[config.mk]
export PLATFORM = sky130hd
export DESIGN_NAME = skc_divider
export DESIGN_NICKNAME = d
export VERILOG_FILES = /design/src/sv/skc_pkg.sv /design/src/sv/skc_divider.sv
export SDC_FILE = /design/constraint.sdc
export NUM_CORES = 2
export LEC_CHECK = 0
export ABC_AREA = 1
export BUFFER_PORTS_ARGS = -buffer_cell sky130_fd_sc_hd__buf_4
export CAP_MARGIN = 20
export CORE_MARGIN = 2
export CORE_UTILIZATION = 35
export DETAILED_ROUTE_END_ITERATION = 10
export PLACE_DENSITY = 0.58
export REMOVE_ABC_BUFFERS = 1
export SLEW_MARGIN = 5
export SYNTH_ARGS = -nofsm -noshare
export SYNTH_HDL_FRONTEND = slang
export SYNTH_SLANG_ARGS = --single-unit
[constraint.sdc]
create_clock -name clk -period 6.2 [get_ports clk]
set_input_delay 1.24 -clock clk [delete_from_list [all_inputs] [get_ports clk]]
set_output_delay 1.24 -clock clk [all_outputs]
set_load 0.01 [all_outputs]
[src/sv/skc_pkg.sv]
// Shared widths, constants and register indexes for the soft-knee compressor curve.
package skc_pkg;

	// Field widths
	localparam int LVL_W   = 16;
	localparam int THR_W   = 16;
	localparam int RATIO_W = 13;
	localparam int KNEE_W  = 14;

	// Ratio is fixed point with this many fraction bits, so 1.0 is 1 << FRAC_BITS
	localparam int FRAC_BITS = 8;
	localparam logic [RATIO_W-1:0] RATIO_ONE = RATIO_W'(1) << FRAC_BITS;

	// Datapath widths
	localparam int EXT_W  = 18;                 // signed level math with knee offsets
	localparam int A_W    = 16;                 // knee offset d or overshoot in - thresh
	localparam int P_W    = 30;                 // d*d (or overshoot) before the ratio term
	localparam int KR_W   = KNEE_W + RATIO_W;   // knee * ratio
	localparam int DEN_W  = KR_W + 2;           // 4 * knee * ratio
	localparam int NUM_W  = 44;                 // rounded numerator
	localparam int QUO_W  = 17;                 // quotient bits, one divider stage each
	localparam int RES_W  = 19;                 // level minus reduction before saturation

	// Configuration port
	localparam int ADDR_W = 4;
	localparam int DATA_W = 32;

	typedef enum logic [1:0] {
		REG_THRESHOLD = 2'd0,
		REG_RATIO     = 2'd1,
		REG_KNEE      = 2'd2
	} reg_idx_t;

endpackage

[src/sv/skc_divider.sv]
// Pipelined restoring divider, one quotient bit per stage, with a level carried alongside.
module skc_divider (
	input  logic                               clk,
	input  logic                               arst_n,
	input  logic                               en,
	input  logic                               in_valid,
	input  logic [skc_pkg::NUM_W-1:0]          num,
	input  logic [skc_pkg::DEN_W-1:0]          den,
	input  logic signed [skc_pkg::LVL_W-1:0]   lin,
	output logic                               out_valid,
	output logic [skc_pkg::QUO_W-1:0]          quot,
	output logic signed [skc_pkg::LVL_W-1:0]   lin_out
);
	import skc_pkg::*;

	// Per-stage registers; index k holds the item after k quotient bits
	logic                      v_s   [1:QUO_W];
	logic [NUM_W-1:0]          rem_s [1:QUO_W];
	logic [DEN_W-1:0]          den_s [1:QUO_W];
	logic [QUO_W-1:0]          quo_s [1:QUO_W];
	logic signed [LVL_W-1:0]   lin_s [1:QUO_W];

	genvar i;
	for (i = 0; i < QUO_W; i++) begin : g_bit
		localparam int B = QUO_W - 1 - i;

		logic                    v_in;
		logic [NUM_W-1:0]        rem_in;
		logic [DEN_W-1:0]        den_in;
		logic [QUO_W-1:0]        quo_in;
		logic signed [LVL_W-1:0] lin_in;
		logic [NUM_W:0]          dsh;
		logic                    ge;

		// Stage input: divider port for the first bit, previous stage otherwise
		if (i == 0) begin : g_first
			assign v_in   = in_valid;
			assign rem_in = num;
			assign den_in = den;
			assign quo_in = '0;
			assign lin_in = lin;
		end else begin : g_next
			assign v_in   = v_s[i];
			assign rem_in = rem_s[i];
			assign den_in = den_s[i];
			assign quo_in = quo_s[i];
			assign lin_in = lin_s[i];
		end

		// Trial subtract of the shifted divisor
		assign dsh = {{(NUM_W + 1 - DEN_W){1'b0}}, den_in} << B;
		assign ge  = {1'b0, rem_in} >= dsh;

		always_ff @(posedge clk or negedge arst_n) begin
			if (!arst_n) begin
				v_s[i+1] <= 1'b0;
			end else if (en) begin
				v_s[i+1] <= v_in;
			end
		end

		always_ff @(posedge clk) begin
			if (en) begin
				rem_s[i+1] <= ge ? (rem_in - dsh[NUM_W-1:0]) : rem_in;
				den_s[i+1] <= den_in;
				quo_s[i+1] <= quo_in | (QUO_W'(ge) << B);
				lin_s[i+1] <= lin_in;
			end
		end
	end

	assign out_valid = v_s[QUO_W];
	assign quot      = quo_s[QUO_W];
	assign lin_out   = lin_s[QUO_W];

endmodule

==> qor.yml <==
run_status:
  outcome: "finished, final reports clean"
timing:
  setup_violations: 0
  post-route-min-period_ps: 3660
  tightest_slew_ps: 1160
  slew_viol_final: 0
  fin_skew_ps: 58.8
  fmax_mhz: 273
  setup_tns_ps: 0
  min_period_over_period_pct: 59.0
  rsz0062_at_grt: "false"
  max-slew-margin-rel_pct: 22.3
  hold_viol: 0
  holdWs_ps: 265
hold_path:
  hold_path_class: "input port to async pin"
clocking:
  ctsResizeCount: 0
  hold_buffers: 0
  cts-root-buf: "clkbuf_16"
  cts_made_buffers: 191
  insertion_delay_ps: 880
  cts_setup_buffers: 0
  cts_sinks: 1610
  cts_tree: "yes"
  cts_max_path_buffers: 4
  path_clk_slew_ps: 60
  htreeDepth: 4
synth:
  ys_seq_elements: 1610
  synth-edff-count: 1593
  synthCells: 12249
  netlist_area_um2: 97700
  yosys_warnings: 0
  ys_types: 51
  synth_ff_type: "edfxtp_1"
  avgSynthCellArea_um2: 7.98
  synthArstFlopShare_pct: 1.06
  seq_area_frac_synth_pct: 49.4
die:
  rows: 194
  dieArea_um2: 283000
  die_width_um: 532
  die_h_um: 532
  core_area_um2: 279000
  start_util_pct: 35.1
  io_pins: 127
worst_setup_path:
  cp_slowest_cell: "nand2_2"
  timing.rr.end: "rem_s[5][29]$_DFFE_PP_"
  worst_setup_path_start_kind: "register"
  arrival_ps: 4230
  cp_num_buf_inv: 2
  rr_worst_depth: 13
  worstSetupEndpointType: "register"
  cp.depth: 13
  timing.rr.start: "rem_s[4][12]$_DFFE_PP_"
  critPathKind: "register to register"
  required_ps: 6770
  critPathMaxStageDelay_ps: 610
  crit_path_cell_trace: "inv_1 -> ha_1 -> fa_1 -> o21ai_2 -> nand3_1 -> nand2_1 -> nand2_1 -> nand2_1 -> nand2_1 -> nand2_2 -> inv_2 -> nand2_1 -> nand2_1"
  r2r_slack_ps: 2540
  worstSetupEndpoint: "rem_s[5][29]$_DFFE_PP_"
  crit_path_start: "rem_s[4][12]$_DFFE_PP_"
  cp_max_fo: 33
  cpLargestDelayFamily: "simple AND/OR/NAND/NOR gates"
  crit_path_frequent_cell: "nand2_1"
cells_and_area:
  multiInputGateArea_um2: 40100
  seq_area_um2: 48300
  fin_cells: 16373
  syn_to_final_growth_pct: 11.7
  final_cell_mix: "4576 x nand2_1, 2281 x inv_1, 1593 x edfxtp_1"
  fill_cells: 28982
  drive_gt1_share_pct: 4.14
  final_area_um2: 109000
  mostFrequentLayoutCell: "nand2_1"
  fin_nets: 13101
placed_design:
  place.gp.congestion: 0.974
  place_area_um2: 103000
  hpwl_um: 250000
  port_buffers: 126
  dp.cells: 16031
routing:
  drtPass1Iterations: 7
  wl_per_cell_um: 18.9
  avgViaCountPerCell: 4.78
  drc_errors: 0
  finalWirelength_um: 310000
  vias: 78251
  ant_nets: 0
  drt-initial-drc-count: 7172
global_routing:
  antenna_found_initial: 4
  grt_overflow: 0
  grt_pass1_vias: 72677
  grt_max_degree: 165
  grt_pass1_wl_um: 458000
  track_usage_pct: 21.3
power_and_ir_drop:
  p_leak_nw: 52.1
  ir_worst_vdd_uv: 247
  powerDensity_nw_per_um2: 442
run:
  maxCapViolations: 0
==> how the worst min path moves through the flow <==
stage	start	end	slack, ps	cells after the start
2_1_floorplan	lin_s[0][84]$_DFFE_PP_	lin_s[0][100]$_DFFE_PP_	400	0
3_3_place_gp	quo_s[0][236]$_DFFE_PP_	quo_s[0][253]$_DFFE_PP_	400	0
4_1_cts	arst_n	out_valid$_DFFE_PN0P_	200	1
3_5_place_dp	lin_s[0][96]$_DFFE_PP_	lin_s[0][112]$_DFFE_PP_	400	0
6_report	arst_n	out_valid$_DFFE_PN0P_	270	1
5_1_grt	arst_n	out_valid$_DFFE_PN0P_	240	1
==> cell type report <==
type / count / area share (%)
multi-input combinational: 8245 / 36.7
tap: 3724 / 4.27
clock buffer: 224 / 4.55
clock inverter: 116 / 1.05
antenna: 2 / 0.00459
timing repair buffer: 161 / 1.29
sequential: 1610 / 44.2
inverter: 2291 / 7.89
==> registers in the layout (all words and copies together) (netlist names) <==
| register | cells |
|---|---|
| quo_s | 153 |
| rem_s | 704 |
| out_valid | 1 |
| den_s | 464 |
| lin_s | 272 |
| g_bit.v_in | 16 |
==> per-layer routing <==
metal,GRT usage (%),vias to the layer above,share of wire [%]
met4,7.24,2,3.6
met1,28.7,35888,44
met2,35.8,2437,47
li1,-,39469,-
met5,0,-,0.0039
met3,1.99,455,5.3
==> kinds of logic after synthesis <==
kind of cell	Yosys count	synth area share, %
flops	1610	49.4
simple gates	6671	27.6
mux	3	0.0346
fa+ha+maj	508	6.63
compound gates	798	4.34
xor+xnor	265	2.37
buf+inv	2394	9.64
==> cells in the mapped netlist (3+ instances only) <==
master	count	area share, %
a21oi_1	456	2.3
fa_1	16	0.33
a21oi_2	15	0.13
a21o_1	8	0.061
o211ai_1	10	0.077
dfrtp_1	17	0.44
nor4_1	13	0.083
buf_4	31	0.24
nand4_1	171	1.1
o21ai_1	34	0.17
inv_4	4	0.026
nor2_2	14	0.090
nor3b_1	3	0.023
nor3_1	103	0.53
nand3_2	6	0.061
buf_2	32	0.16
a21boi_0	3	0.023
edfxtp_1	1593	49
and2_1	20	0.13
or2_2	11	0.070
o21a_1	5	0.038
nand2_2	8	0.051
nand2_4	7	0.081
o21bai_1	37	0.28
o21ai_0	223	1.1
xnor2_1	26	0.23
inv_1	2281	8.8
buf_6	33	0.38
inv_2	6	0.023
nand2_1	4576	18
ha_1	492	6.3
xor2_1	239	2.1
nor2_1	983	3.8
mux2_2	3	0.035
nand3b_1	55	0.42
clkbuf_1	3	0.012
nand3_1	692	3.5
==> report_power, final <==
part / switching (W) / internal (W)
Clock: 0.00470 / 0.00639
Combinational: 0.0141 / 0.00635
Sequential: 0.00186 / 0.0149
==> metrics by stage <==
stage          total power, W  utilization, %  setup slack (ps)
2_1_floorplan          0.0298               -              2680
3_3_place_gp           0.0370            37.0              2060
3_5_place_dp           0.0371            37.0              2160
4_1_cts                0.0484            39.2              2560
5_1_grt                0.0517            39.2              2280
6_report               0.0483            39.2              2540
==> worst reg2reg max path, stage by stage, from the launching register on <==
cell	delay, ps
edfxtp_1	320
inv_1	50
ha_1	250
fa_1	470
o21ai_2	340
nand3_1	110
nand2_1	170
nand2_1	70
nand2_1	120
nand2_1	80
nand2_2	610
inv_2	520
nand2_1	180
nand2_1	90
Power figures use the tool's default switching activity.
